### src/rtl/tpt_pkg.sv
`default_nettype none

package tpt_pkg;

  // Tempo limits and timer seed.
  localparam int unsigned MIN_BPM    = 32;
  localparam int unsigned MAX_BPM    = 255;
  localparam int unsigned TIMER_SEED = 1773447;

  // Register reset values.
  localparam logic [7:0] BASE_BPM_RESET = 8'd125;
  localparam logic [7:0] FPB_RESET      = 8'd0;

  // Configuration port: two registers at byte addresses 0 and 4.
  localparam int unsigned APB_ADDR_W = 3;
  localparam logic REG_BASE_BPM = 1'b0;
  localparam logic REG_FPB      = 1'b1;

  // Coarse offset limits (10-bit two's complement).
  localparam logic [9:0] COARSE_MAX = 10'h1FF;
  localparam logic [9:0] COARSE_MIN = 10'h200;
  localparam logic [3:0] FINE_MAX   = 4'hF;

  // Divider geometry: radix-4, two quotient bits per cycle.
  localparam int unsigned DIV_NUM_W  = 26;
  localparam int unsigned DIV_DEN_W  = 12;
  localparam logic [3:0] DIV_STEPS_FULL  = 4'd13;
  localparam logic [3:0] DIV_STEPS_SHORT = 4'd9;
  localparam int unsigned DIV_SHORT_SHIFT = 8;

  // Timer numerator is the seed scaled by 16, in the units of the 8.4 tempo.
  localparam logic [DIV_NUM_W-1:0] TIMER_NUM = DIV_NUM_W'(TIMER_SEED * 16);

  // Queue between the front and the back.
  localparam int unsigned QUEUE_DEPTH = 2;

  typedef enum logic [2:0] {
    OP_COARSE_UP   = 3'd0,
    OP_COARSE_DOWN = 3'd1,
    OP_FINE_UP     = 3'd2,
    OP_FINE_DOWN   = 3'd3,
    OP_SET_NUDGE   = 3'd4,
    OP_CLEAR       = 3'd5
  } op_e;

  typedef enum logic [1:0] {
    ST_IDLE,
    ST_DISP,
    ST_TRACK,
    ST_OUT
  } back_state_e;

  typedef logic [11:0] bpm_t;

  typedef struct packed {
    logic [DIV_NUM_W-1:0] dividend;
    logic [DIV_DEN_W-1:0] divisor;
    logic                 short_mode;
  } div_req_t;

  typedef struct packed {
    logic [11:0] actual_bpm;
    logic [15:0] display_bpm;
    logic [15:0] track_display_bpm;
    logic [15:0] timer_reload;
  } res_t;

  // Saturate a quotient to 16 bits.
  function automatic logic [15:0] sat16(input logic [DIV_NUM_W-1:0] v);
    logic [15:0] r;
    r = (|v[DIV_NUM_W-1:16]) ? 16'hFFFF : v[15:0];
    return r;
  endfunction

endpackage

`default_nettype wire

### src/rtl/tpt_if.sv
`default_nettype none

// Event channel: one word is one pitch-control event.
interface tpt_in_if;
  logic              valid;
  logic              ready;
  logic [2:0]        op;
  logic signed [7:0] nudge_value;

  modport source (output valid, output op, output nudge_value, input ready);
  modport sink (input valid, input op, input nudge_value, output ready);
endinterface

// Result channel: one word per event.
interface tpt_out_if;
  logic        valid;
  logic        ready;
  logic [11:0] actual_bpm;
  logic [15:0] display_bpm;
  logic [15:0] track_display_bpm;
  logic [15:0] timer_reload;

  modport source (output valid, output actual_bpm, output display_bpm,
                  output track_display_bpm, output timer_reload, input ready);
  modport sink (input valid, input actual_bpm, input display_bpm,
                input track_display_bpm, input timer_reload, output ready);
endinterface

`default_nettype wire

### src/rtl/tpt_front.sv
`default_nettype none

module tpt_front (
  input  wire logic        clk_i,
  input  wire logic        rst_ni,
  input  wire logic [7:0]  base_bpm_i,
  tpt_in_if.sink           in_i,
  input  wire logic        q_full_i,
  output tpt_pkg::bpm_t    push_data_o,
  output logic             push_o
);
  import tpt_pkg::*;

  logic [9:0] coarse_q, coarse_d;
  logic [3:0] fine_q, fine_d;
  logic [7:0] nudge_q, nudge_d;

  logic signed [10:0] sum_cur, sum_new;
  logic signed [11:0] adj, adj_c;
  logic               can_up, can_down, accept;
  op_e                op;

  assign in_i.ready = !q_full_i;
  assign accept     = in_i.valid && !q_full_i;
  assign op         = op_e'(in_i.op);

  // Coarse limits are checked on the sum before the event.
  assign sum_cur  = $signed({3'b000, base_bpm_i}) + $signed({coarse_q[9], coarse_q});
  assign can_up   = (sum_cur < $signed(11'(MAX_BPM))) && (coarse_q != COARSE_MAX);
  assign can_down = (sum_cur > $signed(11'(MIN_BPM))) && (coarse_q != COARSE_MIN);

  // Apply the event to the adjustment state.
  always_comb begin
    coarse_d = coarse_q;
    fine_d   = fine_q;
    nudge_d  = nudge_q;
    unique case (op)
      OP_COARSE_UP: begin
        if (can_up) coarse_d = coarse_q + 10'd1;
      end
      OP_COARSE_DOWN: begin
        if (can_down) coarse_d = coarse_q - 10'd1;
      end
      OP_FINE_UP: begin
        if (fine_q != FINE_MAX) begin
          fine_d = fine_q + 4'd1;
        end else if (can_up) begin
          coarse_d = coarse_q + 10'd1;
          fine_d   = 4'd0;
        end
      end
      OP_FINE_DOWN: begin
        if (fine_q != 4'd0) begin
          fine_d = fine_q - 4'd1;
        end else if (can_down) begin
          coarse_d = coarse_q - 10'd1;
          fine_d   = FINE_MAX;
        end
      end
      OP_SET_NUDGE: begin
        nudge_d = in_i.nudge_value;
      end
      OP_CLEAR: begin
        coarse_d = '0;
        fine_d   = '0;
        nudge_d  = '0;
      end
      default: begin
      end
    endcase
  end

  // Clamp the adjusted tempo and form it in 8.4 fixed point.
  assign sum_new = $signed({3'b000, base_bpm_i}) + $signed({coarse_d[9], coarse_d});
  assign adj     = $signed({sum_new[10], sum_new}) + $signed({{4{nudge_d[7]}}, nudge_d});

  always_comb begin
    adj_c = adj;
    if (adj < $signed(12'(MIN_BPM))) adj_c = $signed(12'(MIN_BPM));
    if (adj_c > $signed(12'(MAX_BPM))) adj_c = $signed(12'(MAX_BPM));
  end

  assign push_data_o = {adj_c[7:0], fine_d};
  assign push_o      = accept;

  always_ff @(posedge clk_i or negedge rst_ni) begin
    if (!rst_ni) begin
      coarse_q <= '0;
      fine_q   <= '0;
      nudge_q  <= '0;
    end else if (accept) begin
      coarse_q <= coarse_d;
      fine_q   <= fine_d;
      nudge_q  <= nudge_d;
    end
  end

endmodule

`default_nettype wire

### src/rtl/tpt_queue.sv
`default_nettype none

module tpt_queue (
  input  wire logic          clk_i,
  input  wire logic          rst_ni,
  input  wire logic          push_i,
  input  wire tpt_pkg::bpm_t push_data_i,
  output logic               full_o,
  input  wire logic          pop_i,
  output logic               valid_o,
  output tpt_pkg::bpm_t      pop_data_o
);
  import tpt_pkg::*;

  localparam int unsigned PtrW = $clog2(QUEUE_DEPTH);

  bpm_t                mem_q [QUEUE_DEPTH];
  logic [PtrW-1:0]     wr_ptr_q, rd_ptr_q;
  logic [PtrW:0]       count_q;
  logic                do_push, do_pop;

  assign full_o     = (count_q == (PtrW+1)'(QUEUE_DEPTH));
  assign valid_o    = (count_q != '0);
  assign pop_data_o = mem_q[rd_ptr_q];
  assign do_push    = push_i && !full_o;
  assign do_pop     = pop_i && valid_o;

  // Storage for queued tempos.
  always_ff @(posedge clk_i) begin
    if (do_push) mem_q[wr_ptr_q] <= push_data_i;
  end

  // Pointers and fill count.
  always_ff @(posedge clk_i or negedge rst_ni) begin
    if (!rst_ni) begin
      wr_ptr_q <= '0;
      rd_ptr_q <= '0;
      count_q  <= '0;
    end else begin
      if (do_push) wr_ptr_q <= wr_ptr_q + PtrW'(1);
      if (do_pop) rd_ptr_q <= rd_ptr_q + PtrW'(1);
      if (do_push && !do_pop) count_q <= count_q + (PtrW+1)'(1);
      else if (do_pop && !do_push) count_q <= count_q - (PtrW+1)'(1);
    end
  end

endmodule

`default_nettype wire

### src/rtl/tpt_div.sv
`default_nettype none

module tpt_div (
  input  wire logic                         clk_i,
  input  wire logic                         rst_ni,
  input  wire logic                         start_i,
  input  wire tpt_pkg::div_req_t            req_i,
  output logic                              done_o,
  output logic [tpt_pkg::DIV_NUM_W-1:0]     quot_o
);
  import tpt_pkg::*;

  logic [DIV_NUM_W-1:0] num_q, num_d;
  logic [DIV_NUM_W-1:0] quot_q, quot_d;
  logic [DIV_DEN_W-1:0] den_q;
  logic [DIV_DEN_W-1:0] rem_q, rem_d, rem1;
  logic [DIV_DEN_W:0]   t1, t2;
  logic [3:0]           cnt_q;
  logic                 busy_q, done_q, ge1, ge2;

  // Two restoring steps per cycle.
  always_comb begin
    t1     = {rem_q, num_q[DIV_NUM_W-1]};
    ge1    = (t1 >= {1'b0, den_q});
    rem1   = ge1 ? DIV_DEN_W'(t1 - {1'b0, den_q}) : t1[DIV_DEN_W-1:0];
    t2     = {rem1, num_q[DIV_NUM_W-2]};
    ge2    = (t2 >= {1'b0, den_q});
    rem_d  = ge2 ? DIV_DEN_W'(t2 - {1'b0, den_q}) : t2[DIV_DEN_W-1:0];
    num_d  = {num_q[DIV_NUM_W-3:0], 2'b00};
    quot_d = {quot_q[DIV_NUM_W-3:0], ge1, ge2};
  end

  // Operand and quotient registers.
  always_ff @(posedge clk_i) begin
    if (start_i) begin
      num_q  <= req_i.short_mode ? (req_i.dividend << DIV_SHORT_SHIFT) : req_i.dividend;
      den_q  <= req_i.divisor;
      rem_q  <= '0;
      quot_q <= '0;
    end else if (busy_q) begin
      num_q  <= num_d;
      rem_q  <= rem_d;
      quot_q <= quot_d;
    end
  end

  // Step counter and completion pulse.
  always_ff @(posedge clk_i or negedge rst_ni) begin
    if (!rst_ni) begin
      busy_q <= 1'b0;
      done_q <= 1'b0;
      cnt_q  <= '0;
    end else begin
      done_q <= 1'b0;
      if (start_i) begin
        busy_q <= 1'b1;
        cnt_q  <= req_i.short_mode ? DIV_STEPS_SHORT : DIV_STEPS_FULL;
      end else if (busy_q) begin
        cnt_q <= cnt_q - 4'd1;
        if (cnt_q == 4'd1) begin
          busy_q <= 1'b0;
          done_q <= 1'b1;
        end
      end
    end
  end

  assign done_o = done_q;
  assign quot_o = quot_q;

endmodule

`default_nettype wire

### src/rtl/tpt_back.sv
`default_nettype none

module tpt_back (
  input  wire logic          clk_i,
  input  wire logic          rst_ni,
  input  wire logic [7:0]    base_bpm_i,
  input  wire logic [7:0]    fpb_i,
  input  wire logic          q_valid_i,
  input  wire tpt_pkg::bpm_t q_data_i,
  output logic               pop_o,
  tpt_out_if.source          out_o
);
  import tpt_pkg::*;

  back_state_e state_q, state_d;

  bpm_t                 act_q;
  logic [15:0]          timer_q, disp_q;
  res_t                 res_q;
  logic                 out_valid_q;

  div_req_t             tmr_req, dsp_req;
  logic                 tmr_start, dsp_start, tmr_done, dsp_done;
  logic [DIV_NUM_W-1:0] tmr_quot, dsp_quot;
  logic                 start_item, start_track, load_out, out_free, fpb_zero;
  logic [16:0]          disp_num, track_num;
  bpm_t                 act_src;

  assign out_free = !out_valid_q || out_o.ready;
  assign fpb_zero = (fpb_i == 8'd0);

  // Next state.
  always_comb begin
    state_d = state_q;
    unique case (state_q)
      ST_IDLE:  if (q_valid_i) state_d = ST_DISP;
      ST_DISP:  if (dsp_done) state_d = ST_TRACK;
      ST_TRACK: if (dsp_done) state_d = ST_OUT;
      ST_OUT:   if (out_free) state_d = ST_IDLE;
      default:  state_d = ST_IDLE;
    endcase
  end

  // Sequencer outputs.
  always_comb begin
    start_item  = 1'b0;
    start_track = 1'b0;
    load_out    = 1'b0;
    unique case (state_q)
      ST_IDLE:  start_item  = q_valid_i;
      ST_DISP:  start_track = dsp_done;
      ST_TRACK: ;
      ST_OUT:   load_out    = out_free;
      default:  ;
    endcase
  end

  assign pop_o = start_item;

  // Display numerators: tempo times 24.
  assign act_src   = start_item ? q_data_i : act_q;
  assign disp_num  = {1'b0, act_src, 4'b0000} + {2'b00, act_src, 3'b000};
  assign track_num = {1'b0, base_bpm_i, 8'h00} + {2'b00, base_bpm_i, 7'h00};

  assign tmr_start = start_item;
  assign dsp_start = start_item || start_track;

  always_comb begin
    tmr_req.dividend   = TIMER_NUM;
    tmr_req.divisor    = q_data_i;
    tmr_req.short_mode = 1'b0;
    dsp_req.dividend   = start_track ? DIV_NUM_W'(track_num) : DIV_NUM_W'(disp_num);
    dsp_req.divisor    = DIV_DEN_W'(fpb_i);
    dsp_req.short_mode = 1'b1;
  end

  tpt_div u_tmr_div (
    .clk_i   (clk_i),
    .rst_ni  (rst_ni),
    .start_i (tmr_start),
    .req_i   (tmr_req),
    .done_o  (tmr_done),
    .quot_o  (tmr_quot)
  );

  tpt_div u_dsp_div (
    .clk_i   (clk_i),
    .rst_ni  (rst_ni),
    .start_i (dsp_start),
    .req_i   (dsp_req),
    .done_o  (dsp_done),
    .quot_o  (dsp_quot)
  );

  // Per-item working registers.
  always_ff @(posedge clk_i) begin
    if (start_item) act_q <= q_data_i;
    if (tmr_done) timer_q <= (act_q == '0) ? 16'hFFFF : sat16(tmr_quot);
    if (start_track) disp_q <= fpb_zero ? {4'h0, act_q} : sat16(dsp_quot);
    if (load_out) begin
      res_q.actual_bpm        <= act_q;
      res_q.display_bpm       <= disp_q;
      res_q.track_display_bpm <= fpb_zero ? {4'h0, base_bpm_i, 4'h0} : sat16(dsp_quot);
      res_q.timer_reload      <= timer_q;
    end
  end

  // State and output valid.
  always_ff @(posedge clk_i or negedge rst_ni) begin
    if (!rst_ni) begin
      state_q     <= ST_IDLE;
      out_valid_q <= 1'b0;
    end else begin
      state_q <= state_d;
      if (load_out) out_valid_q <= 1'b1;
      else if (out_o.ready) out_valid_q <= 1'b0;
    end
  end

  assign out_o.valid             = out_valid_q;
  assign out_o.actual_bpm        = res_q.actual_bpm;
  assign out_o.display_bpm       = res_q.display_bpm;
  assign out_o.track_display_bpm = res_q.track_display_bpm;
  assign out_o.timer_reload      = res_q.timer_reload;

endmodule

`default_nettype wire

### src/rtl/tempo_pitch_timer_calc_core.sv
// The back end takes one event at a time and starts the next only once the result
// word of the last is loaded: two 9-step display divisions in turn in the shared
// radix-4 divider, the result load, which waits while the output is stalled, and
// the return to idle; the timer division (13 steps) runs beside them. A two-word queue
// takes events meanwhile. Reset (rst_ni low, asynchronous): base tempo 125, display
// scaling off, all pitch adjustments zero, queue and output empty.
`default_nettype none

module tempo_pitch_timer_calc_core (
  input  wire logic                          clk_i,
  input  wire logic                          rst_ni,
  tpt_in_if.sink                             in_i,
  tpt_out_if.source                          out_o,
  input  wire logic                          psel,
  input  wire logic                          penable,
  input  wire logic                          pwrite,
  input  wire logic [tpt_pkg::APB_ADDR_W-1:0] paddr,
  input  wire logic [31:0]                   pwdata,
  output logic [31:0]                        prdata,
  output logic                               pready
);
  import tpt_pkg::*;

  logic [7:0] base_bpm_q, fpb_q;
  logic       cfg_wr, q_full, q_valid, push, pop;
  bpm_t       push_data, pop_data;

  // Configuration registers.
  assign pready = 1'b1;
  assign cfg_wr = psel && penable && pwrite;

  always_ff @(posedge clk_i or negedge rst_ni) begin
    if (!rst_ni) begin
      base_bpm_q <= BASE_BPM_RESET;
      fpb_q      <= FPB_RESET;
    end else if (cfg_wr) begin
      if (paddr[2] == REG_BASE_BPM) base_bpm_q <= pwdata[7:0];
      else fpb_q <= pwdata[7:0];
    end
  end

  assign prdata = (paddr[2] == REG_FPB) ? {24'h0, fpb_q} : {24'h0, base_bpm_q};

  tpt_front u_front (
    .clk_i       (clk_i),
    .rst_ni      (rst_ni),
    .base_bpm_i  (base_bpm_q),
    .in_i        (in_i),
    .q_full_i    (q_full),
    .push_data_o (push_data),
    .push_o      (push)
  );

  tpt_queue u_queue (
    .clk_i       (clk_i),
    .rst_ni      (rst_ni),
    .push_i      (push),
    .push_data_i (push_data),
    .full_o      (q_full),
    .pop_i       (pop),
    .valid_o     (q_valid),
    .pop_data_o  (pop_data)
  );

  tpt_back u_back (
    .clk_i      (clk_i),
    .rst_ni     (rst_ni),
    .base_bpm_i (base_bpm_q),
    .fpb_i      (fpb_q),
    .q_valid_i  (q_valid),
    .q_data_i   (pop_data),
    .pop_o      (pop),
    .out_o      (out_o)
  );

endmodule

`default_nettype wire

### src/flat_wrapper.sv
// flat-port wrapper written by rule: the top's interface ports become plain ports
module tempo_pitch_timer_calc_core_flat import tpt_pkg::*;
  (clk_i, rst_ni, psel, penable, pwrite, paddr, pwdata, prdata, pready, in_i_valid, in_i_op, in_i_nudge_value, in_i_ready, out_o_valid, out_o_actual_bpm, out_o_display_bpm, out_o_track_display_bpm, out_o_timer_reload, out_o_ready);
  tpt_in_if in_i_i ();
  tpt_out_if out_o_i ();
  input  wire logic clk_i;
  input  wire logic rst_ni;
  input  wire logic psel;
  input  wire logic penable;
  input  wire logic pwrite;
  input  wire logic [tpt_pkg::APB_ADDR_W-1:0] paddr;
  input  wire logic [31:0] pwdata;
  output logic [31:0] prdata;
  output logic pready;
  input wire logic [$bits(in_i_i.valid)-1:0] in_i_valid;
  input wire logic [$bits(in_i_i.op)-1:0] in_i_op;
  input wire logic [$bits(in_i_i.nudge_value)-1:0] in_i_nudge_value;
  output wire logic [$bits(in_i_i.ready)-1:0] in_i_ready;
  output wire logic [$bits(out_o_i.valid)-1:0] out_o_valid;
  output wire logic [$bits(out_o_i.actual_bpm)-1:0] out_o_actual_bpm;
  output wire logic [$bits(out_o_i.display_bpm)-1:0] out_o_display_bpm;
  output wire logic [$bits(out_o_i.track_display_bpm)-1:0] out_o_track_display_bpm;
  output wire logic [$bits(out_o_i.timer_reload)-1:0] out_o_timer_reload;
  input wire logic [$bits(out_o_i.ready)-1:0] out_o_ready;
  assign in_i_i.valid = in_i_valid;
  assign in_i_i.op = in_i_op;
  assign in_i_i.nudge_value = in_i_nudge_value;
  assign in_i_ready = in_i_i.ready;
  assign out_o_valid = out_o_i.valid;
  assign out_o_actual_bpm = out_o_i.actual_bpm;
  assign out_o_display_bpm = out_o_i.display_bpm;
  assign out_o_track_display_bpm = out_o_i.track_display_bpm;
  assign out_o_timer_reload = out_o_i.timer_reload;
  assign out_o_i.ready = out_o_ready;
  tempo_pitch_timer_calc_core u_core (.clk_i(clk_i), .rst_ni(rst_ni), .in_i(in_i_i), .out_o(out_o_i), .psel(psel), .penable(penable), .pwrite(pwrite), .paddr(paddr), .pwdata(pwdata), .prdata(prdata), .pready(pready));
endmodule
### config.mk
export PLATFORM = sky130hd
export DESIGN_NAME = tempo_pitch_timer_calc_core_flat
export DESIGN_NICKNAME = d
export VERILOG_FILES = /design/src/rtl/tpt_pkg.sv /design/src/rtl/tpt_if.sv /design/src/rtl/tpt_front.sv /design/src/rtl/tpt_queue.sv /design/src/rtl/tpt_div.sv /design/src/rtl/tpt_back.sv /design/src/rtl/tempo_pitch_timer_calc_core.sv /design/src/flat_wrapper.sv
export SDC_FILE = /design/constraint.sdc
export NUM_CORES = 1
export LEC_CHECK = 0
export ABC_AREA = 1
export ABC_CLOCK_PERIOD_IN_PS = 5900
export BUFFER_PORTS_ARGS = -buffer_cell sky130_fd_sc_hd__buf_2
export CAP_MARGIN = 20
export CORE_MARGIN = 2
export CORE_UTILIZATION = 40
export CTS_BUF_LIST = sky130_fd_sc_hd__clkbuf_16
export DETAILED_ROUTE_END_ITERATION = 12
export GPL_TIMING_DRIVEN = 1
export HOLD_SLACK_MARGIN = 0.05
export PLACE_DENSITY = 0.56
export REMOVE_ABC_BUFFERS = 1
export SLEW_MARGIN = 10
export SYNTH_ARGS = -nofsm -noshare
export SYNTH_HDL_FRONTEND = slang
export SYNTH_SLANG_ARGS = --single-unit
### constraint.sdc
create_clock -name clk_i -period 5.9 [get_ports clk_i]
set_clock_uncertainty 0.05 [all_clocks]
set_input_delay 1.18 -clock clk_i [delete_from_list [all_inputs] [get_ports clk_i]]
set_output_delay 1.18 -clock clk_i [all_outputs]
set_load 0.02 [all_outputs]
---- Word-level counts from Yosys, hierarchy flattened ----
Memories as Yosys holds them, arrays and structs flattened.
Cells that the tools add are included.
cells by class
  equal/unequal tests ..................... 18
  order comparisons ....................... 8
  reductions and logical operators ........ 30
  $add $sub $neg .......................... 19
  muxes and demuxes ....................... 55
  bitwise gates (word level) .............. 1
operator list
  operator                                                                           number
  12-bit two-way mux                                                                 8
  26-bit two-way mux                                                                 2
  10-bit one-hot mux with 5 select lines                                             1
  10-bit two-way mux                                                                 4
  16-bit by 15-bit adder with 17-bit output                                          2
  4-bit two-way mux                                                                  8
  13-bit by 12-bit greater-or-equal comparator with 1-bit output                     2
  13-bit by 8-bit greater-or-equal comparator with 1-bit output                      2
  12-bit subtractor                                                                  2
  12-bit by 8-bit subtractor with 12-bit output                                      2
  9-bit by 10-bit adder with 11-bit output                                           2
  1-bit two-way mux                                                                  19
  17-bit two-way mux                                                                 1
  16-bit two-way mux                                                                 1
  8-bit two-way mux                                                                  2
  8-bit one-hot mux with 2 select lines                                              1
  11-bit by 8-bit adder with 12-bit output                                           1
  12-bit by 9-bit greater-than comparator with 1-bit output (second input constant)  1
  12-bit logical NOT                                                                 1
  12-bit by 7-bit < comparator with 1-bit output (second input constant)             1
  2-bit two-way mux                                                                  6
  4-bit one-hot mux with 3 select lines                                              1
  4-bit by 1-bit subtractor with 4-bit output (second input constant)                3
  11-bit by 7-bit greater-than comparator with 1-bit output (second input constant)  1
  32 further kinds                                                                   57
storage, ports and cells
  register bits after elaboration ......... 297
  output and inout bits ................... 95
  memories kept ........................... 1
  logic and storage cells ................. 165
  bits of input ports ..................... 53
  RAM bits ................................ 24
memory list
  name                  depth  width  read ports  clocked after Yosys merged registers in  write ports  line             source
  u_core.u_queue.mem_q  2      12     1           0                                        1            tpt_queue.sv:17  bpm_t mem_q [QUEUE_DEPTH];

---- Logic depth before layout (Yosys ltp) ----
  word-level depth ........................ 12
  depth in mapped cells ................... 42
  depth with buffers taken out ............ 42

---- Modules after synthesis ----
A second synthesis with hierarchy kept.
second synthesis, totals
  cell total of the unflattened synthesis .. 2644
  area, all modules ....................... 20757.4 um^2
modules (own cells, without submodules)
  module                              times used  area an instance (um^2)  cells each
  tpt_back                            1           5127.4                   497
  tpt_div at u_core.u_back.u_dsp_div  1           4817.1                   632
  tpt_div at u_core.u_back.u_tmr_div  1           4808.4                   634
  tpt_front                           1           3930.0                   662
  tpt_queue                           1           1117.3                   94
  tempo_pitch_timer_calc_core         1           957.2                    125

---- Worst setup path before layout ----
No wires, ideal clock.
  path kind ............................... register to register
  start ................................... reg u_core.base_bpm_q[0]
  end ..................................... mem u_core.u_queue.mem_q[0][11] (netlist name) (data pin)
  path buffers ............................ 0
  arrival ................................. 5.247 ns
  required time ........................... 5.576 ns
  setup time .............................. 0.274 ns
  stages on the path, launching flop included .. 40
  setup slack ............................. 0.329 ns
  cells stage by stage .................... dfstp_2 -> ha_1 -> fa_1 -> or2_2 -> a21oi_1 -> nand4_1 -> nand2_1 -> nand2_1 -> nor2_1 -> nor2_2 -> nand2_1 -> o211ai_1 -> nand2_1 -> inv_1 -> o21ai_1 -> nand2_1 -> fa_1 -> inv_1 -> [4 not listed] -> o21ai_1 -> nand2_1 -> nand2_1 -> nand2_1 -> nand2_1 -> nand2_1 -> nand2_1 -> nand2_1 -> a21oi_1 -> or2_1 -> nand3_1 -> o21a_1 -> nand2_1 -> nor2_1 -> ha_1 -> nor2_1 -> nand2_1 -> o21ai_0
on the way
  cells in the longest elaborated chain, start to end .. 12
  elaborated cells between the ends (all ways) .. 16
  classes of those cells .................. add/sub: 3; order compare: 4; mux: 7; reduce/logical: 2
RTL lines
  item                                                                                                                         line                               source
  start, declared                                                                                                              tempo_pitch_timer_calc_core.sv:24  logic [7:0] base_bpm_q, fpb_q;
  start signal, assigned                                                                                                       tempo_pitch_timer_calc_core.sv:37  if (paddr[2] == REG_BASE_BPM) base_bpm_q <= pwdata[7:0];
  9-bit by 10-bit adder with 11-bit output                                                                                     tpt_front.sv:28                    assign sum_cur = $signed({3'b000, base_bpm_i}) + $signed({coarse_q[9], coarse_q});
  11-bit by 7-bit greater-than comparator with 1-bit output or 11-bit by 9-bit < comparator with 1-bit output (tied branches)  tpt_front.sv:30, tpt_front.sv:29
  1-bit logical AND, on equally long branches                                                                                  tpt_front.sv:30, tpt_front.sv:29
  10-bit two-way mux, on equally long branches                                                                                 --
  10-bit two-way mux, on equally long branches                                                                                 tpt_front.sv:53, tpt_front.sv:45
  10-bit one-hot mux with 5 select lines                                                                                       tpt_front.sv:37                    unique case (op)
  9-bit by 10-bit adder with 11-bit output *                                                                                   tpt_front.sv:74                    assign sum_new = $signed({3'b000, base_bpm_i}) + $signed({coarse_d[9], coarse_d});
  11-bit by 8-bit adder with 12-bit output *                                                                                   tpt_front.sv:75                    assign adj = $signed({sum_new[10], sum_new}) + $signed({{4{nudge_d[7]}}, nudge_d});
  12-bit by 7-bit < comparator with 1-bit output                                                                               tpt_front.sv:79                    if (adj < $signed(12'(MIN_BPM))) adj_c = $signed(12'(MIN_BPM));
  12-bit two-way mux *                                                                                                         tpt_front.sv:79
  12-bit by 9-bit greater-than comparator with 1-bit output                                                                    tpt_front.sv:80                    if (adj_c > $signed(12'(MAX_BPM))) adj_c = $signed(12'(MAX_BPM));
  8-bit two-way mux *                                                                                                          tpt_front.sv:80
  via u_core.push_data[11]                                                                                                     tempo_pitch_timer_calc_core.sv:26  bpm_t push_data, pop_data;
  end, declared                                                                                                                tpt_queue.sv:17
Mark *: on every way through the listed nets, which the timed path passes. The rest lies on a longest branch.

---- Worst setup path in the final report ----
  start ................................... reg u_core.base_bpm_q[0]
  end ..................................... mem u_core.u_queue.mem_q[0][11] (netlist name) (data pin)
on the way
  cells in the longest elaborated chain, start to end .. 12
  elaborated cells between the ends (all ways) .. 16
  classes of those cells .................. add/sub: 3; order compare: 4; mux: 7; reduce/logical: 2
RTL lines
  item                                                                                                                         line                               source
  9-bit by 10-bit adder with 11-bit output *                                                                                   tpt_front.sv:28
  11-bit by 7-bit greater-than comparator with 1-bit output or 11-bit by 9-bit < comparator with 1-bit output (tied branches)  tpt_front.sv:30, tpt_front.sv:29
  1-bit logical AND, on equally long branches                                                                                  tpt_front.sv:30, tpt_front.sv:29
  10-bit two-way mux, on equally long branches                                                                                 --
  10-bit two-way mux, on equally long branches                                                                                 tpt_front.sv:53, tpt_front.sv:45
  10-bit one-hot mux with 5 select lines *                                                                                     tpt_front.sv:37
  via u_core.u_front.coarse_d[2]                                                                                               tpt_front.sv:14                    logic [9:0] coarse_q, coarse_d;
  9-bit by 10-bit adder with 11-bit output *                                                                                   tpt_front.sv:74
  11-bit by 8-bit adder with 12-bit output *                                                                                   tpt_front.sv:75
  12-bit by 7-bit < comparator with 1-bit output                                                                               tpt_front.sv:79
  12-bit two-way mux *                                                                                                         tpt_front.sv:79
  12-bit by 9-bit greater-than comparator with 1-bit output                                                                    tpt_front.sv:80
  8-bit two-way mux *                                                                                                          tpt_front.sv:80
  via u_core.push_data[11]                                                                                                     tempo_pitch_timer_calc_core.sv:26
Marked as above.

==> load_flow_metrics.sql <==
INSERT INTO impl_metrics (metric_group, metric, value, unit) VALUES
('global_routing', 'globalRouteOverflowTotal', '0', ''),
('min_path', 'min-delay-path-class', 'reg -> reg', ''),
('critical_path', 'worst-r2r-cell-count', '37', ''),
('synthesis', 'synth_area', '0.0180', 'sq mm'),
('synthesis', 'synthMostInstantiatedCell', 'sky130_fd_sc_hd__nand2_1', ''),
('clock_tree', 'tritoncts.num_buffers', '38', ''),
('detailed_routing', 'post-route-drc-count', '0', ''),
('sta', 'timing_worst_slew_pin_value', '1.05', 'ns'),
('final_layout', 'fill_cell_total_of_the_finished_layout', '4361', ''),
('detailed_routing', 'first_drt_iteration_drcs', '974', ''),
('synthesis', 'yosysTopAreaCellShare', '0.252', ''),
('placed_design', 'dp_hpwl', '35800', 'um'),
('critical_path', 'crit_path_top_delay_cell', 'sky130_fd_sc_hd__dfstp_2', ''),
('critical_path', 'worst_ep_arrival_time', '5.92', 'ns'),
('clock_tree', 'clk_path_buf_depth', '3', ''),
('placed_design', 'placedCellCount', '2829', ''),
('job', 'drv_cap', '0', ''),
('clock_tree', 'tritoncts_num_sinks', '317', ''),
('critical_path', 'worst-setup-path-type', 'reg -> reg', ''),
('final_layout', 'final_util', '0.470', ''),
('sta', 'finalCritPeriodShare', '0.965', ''),
('synthesis', 'synth-warning-count', '0', ''),
('critical_path', 'critical_path.max_fanout', '8', ''),
('min_path', 'source_of_the_worst_hold_timing_path', 'u_core.u_back.disp_q[14]', ''),
('global_routing', 'number_of_global_route_vias_before_repair', '14323', ''),
('synthesis', 'synth_flop_cell', 'sky130_fd_sc_hd__edfxtp_1', ''),
('sta', 'report.final.setup_viol', '0', ''),
('placed_design', 'placed_area', '0.0194', 'sq mm'),
('min_path', 'cell_depth_of_the_worst_hold_path', '0', ''),
('floorplanning', 'core_area', '0.0443', 'sq mm'),
('sta', 'unrepaired_setup_endpoints_after_global_routing', 'yes', ''),
('floorplanning', 'chipWidth', '216', 'um'),
('detailed_routing', 'dr_total_vias', '14685', ''),
('synthesis', 'synthesis.area_per_instance', '8.46', 'sq um'),
('floorplanning', 'floorplan.initialDensity', '0.406', ''),
('clock_tree', 'clk_latency', '0.55', 'ns'),
('clock_tree', 'worst_setup_hold_path_clk_slew', '0.06', 'ns'),
('synthesis', 'postSynthCellCount', '2125', ''),
('final_layout', 'antenna-diode-count', '0', ''),
('detailed_routing', 'final_antenna_net_count', '0', ''),
('global_routing', 'grt_usage', '0.204', ''),
('clock_tree', 'htree_levels', '2', ''),
('sta', 'final.setup.worst_slack', '0.206', 'ns'),
('sta', 'finalMaxSlewViolations', '0', ''),
('synthesis', 'synth_common_cells', 'sky130_fd_sc_hd__nand2_1, sky130_fd_sc_hd__inv_1, sky130_fd_sc_hd__edfxtp_1', ''),
('final_layout', 'finalNetCount', '2451', ''),
('synthesis', 'synth.largest_area_cell', 'sky130_fd_sc_hd__edfxtp_1', ''),
('clock_tree', 'cts-hold-fix-buffers', '0', ''),
('synthesis', 'netlist_top_cells_area', 'sky130_fd_sc_hd__edfxtp_1, sky130_fd_sc_hd__dfxtp_1, sky130_fd_sc_hd__nand2_1, sky130_fd_sc_hd__dfrtp_1, sky130_fd_sc_hd__ha_1', ''),
('global_routing', 'antenna_found_initial', '0', ''),
('synthesis', 'synth_seq_area_share', '0.453', ''),
('floorplanning', 'die_span_y', '216', 'um'),
('final_layout', 'post-route-cell-area', '0.0208', 'sq mm'),
('critical_path', 'rr_endpoint', 'u_core.u_queue.mem_q[0][11]', ''),
('critical_path', 'crit-reg2reg-launch', 'u_core.base_bpm_q[0]', ''),
('floorplanning', 'floorplan.rows', '77', ''),
('min_path', 'whs_endpoint', 'u_core.u_back.out_o.display_bpm[14]', ''),
('critical_path', 'crit_path_frequent_cell', 'sky130_fd_sc_hd__nand2_1', ''),
('floorplanning', 'fp.dieArea', '0.0467', 'sq mm'),
('clock_tree', 'tritoncts', 'built', ''),
('critical_path', 'slowest_stage_delay_cp', '0.56', 'ns'),
('floorplanning', 'num_io_pins', '148', ''),
('synthesis', 'synth_cell_types', '69', ''),
('outcome', 'result_of_the_run', 'complete, no violations', ''),
('placed_design', 'io_buffers', '96', ''),
('final_layout', 'proportion_of_layout_cells_with_a_drive_suffix_above_1', '0.169', ''),
('sta', 'max-slew-margin-rel', '0.297', ''),
('detailed_routing', 'detail_route.wl_per_cell', '16.4', 'um'),
('critical_path', 'flop_to_flop_setup_slack', '0.21', 'ns'),
('detailed_routing', 'via_per_inst', '5.05', ''),
('final_layout', 'area_growth_syn_to_layout', '15.8', '%');
## repair_timing
action	4_1_cts	5_1_grt
buffers inserted	0	7
setup endpoints to repair	16	16
gates resized for setup	10	40
pin swaps	4	33
## critical path, delay by kind of cell (launching register included)
kind / cells / cell delay, ns
adders and majority gates: 5 / 1.77
and+or+nand+nor: 24 / 2.07
DFF: 1 / 0.56
AOI/OAI and AO/OA: 7 / 0.93
buffers and inverters: 1 / 0.04
## cells by family (layout without fill, tap and decap cells)
kind of cell,after synthesis,count (layout),share of synthesized area
xor+xnor,46,46,0.0224
flops,317,317,0.453
buf+inv,385,553,0.0878
fa+ha+maj,112,112,0.0846
mux,3,3,0.00167
compound gates,411,411,0.136
simple gates,849,849,0.214
other cells,2,25,0.000418
## routing by layer
metal / wire [um] / vias up / track usage
met5: 0 / - / 0
met4: 1350 / 0 / 0.0667
met3: 1660 / 74 / 0.0259
met2: 23300 / 274 / 0.355
met1: 21500 / 6953 / 0.262
li1: - / 7384 / -
## final cells by class
type	instances	area (sq um)	area share
inverter	306	1150	0.0553
clock buffer	38	951	0.0457
timing repair buffer	177	1090	0.0523
multi-input combinational	1446	8540	0.410
clock inverter	32	201	0.00967
sequential	317	8150	0.391
tap	592	741	0.0356
## metrics by stage
| step | setup TNS (ns) | hold WS [ns] |
|---|---|---|
| global placement | -0.460 | 0.353 |
| floorplan | 0 | 0.350 |
| CTS | 0 | 0.344 |
| detailed placement | -1.66 | 0.355 |
| finish | 0 | 0.345 |
| global route | -1.87 | 0.367 |
## registers in the layout, summed over array words and instances (netlist names), 8 cells and up
| signal | flops |
|---|---|
| u_core.u_back.u_dsp_div.quot_o | 26 |
| u_core.u_back.u_tmr_div.quot_o | 26 |
| u_core.u_queue.mem_q | 24 |
| u_core.u_back.u_tmr_div.num_q | 21 |
| u_core.u_back.disp_q | 16 |
| u_core.u_back.out_o.display_bpm | 16 |
| u_core.u_back.out_o.timer_reload | 16 |
| u_core.u_back.out_o.track_display_bpm | 16 |
| u_core.u_back.timer_q | 16 |
| u_core.u_back.u_dsp_div.num_q | 15 |
| u_core.u_back.act_q | 12 |
| u_core.u_back.out_o.actual_bpm | 12 |
| u_core.u_back.u_dsp_div.rem_q | 12 |
| u_core.u_back.u_tmr_div.den_q | 12 |
| u_core.u_back.u_tmr_div.rem_q | 12 |
| u_core.u_front.coarse_q | 10 |
| u_core.base_bpm_q | 8 |
| u_core.fpb_q | 8 |
| u_core.u_back.u_dsp_div.den_q | 8 |
| u_core.u_front.nudge_q | 8 |
## cells in the final DEF (no fill, tap or decap), types with 10 or more instances in the layout
master and instances:
sky130_fd_sc_hd__a21oi_1 100, sky130_fd_sc_hd__a22oi_1 34, sky130_fd_sc_hd__a31oi_1 10, sky130_fd_sc_hd__buf_2 96
sky130_fd_sc_hd__buf_4 81, sky130_fd_sc_hd__clkbuf_16 38, sky130_fd_sc_hd__conb_1 25, sky130_fd_sc_hd__dfrtp_1 51
sky130_fd_sc_hd__dfxtp_1 109, sky130_fd_sc_hd__edfxtp_1 151, sky130_fd_sc_hd__fa_1 12, sky130_fd_sc_hd__ha_1 91
sky130_fd_sc_hd__inv_1 299, sky130_fd_sc_hd__inv_2 16, sky130_fd_sc_hd__nand2_1 456, sky130_fd_sc_hd__nand2_2 23
sky130_fd_sc_hd__nand2_4 10, sky130_fd_sc_hd__nand3_1 109, sky130_fd_sc_hd__nand3_2 14, sky130_fd_sc_hd__nand4_1 20
sky130_fd_sc_hd__nor2_1 130, sky130_fd_sc_hd__nor2_2 13, sky130_fd_sc_hd__nor3_1 14, sky130_fd_sc_hd__nor4_1 13
sky130_fd_sc_hd__o21ai_0 146, sky130_fd_sc_hd__o21ai_1 18, sky130_fd_sc_hd__o21ai_2 11, sky130_fd_sc_hd__o22ai_1 30
sky130_fd_sc_hd__or2_2 23, sky130_fd_sc_hd__xnor2_1 13, sky130_fd_sc_hd__xor2_1 33
## worst max path at each step
stage                                     from                     endpoint  slack, ns  cells after the start
after detailed placement  u_core.base_bpm_q[0]   u_core.u_queue.mem_q[1][9]      -0.15                     39
final                     u_core.base_bpm_q[0]  u_core.u_queue.mem_q[0][11]       0.21                     37
after global routing      u_core.base_bpm_q[0]  u_core.u_queue.mem_q[1][11]      -0.14                     41
after CTS                 u_core.base_bpm_q[0]  u_core.u_queue.mem_q[1][11]       0.01                     39
after floorplan           u_core.base_bpm_q[0]  u_core.u_queue.mem_q[0][11]       0.33                     39
after global placement    u_core.base_bpm_q[0]  u_core.u_queue.mem_q[0][11]      -0.06                     39
Power is not shown: default switching activity piles up to over one toggle a cycle in this logic, so the estimate is an artifact.
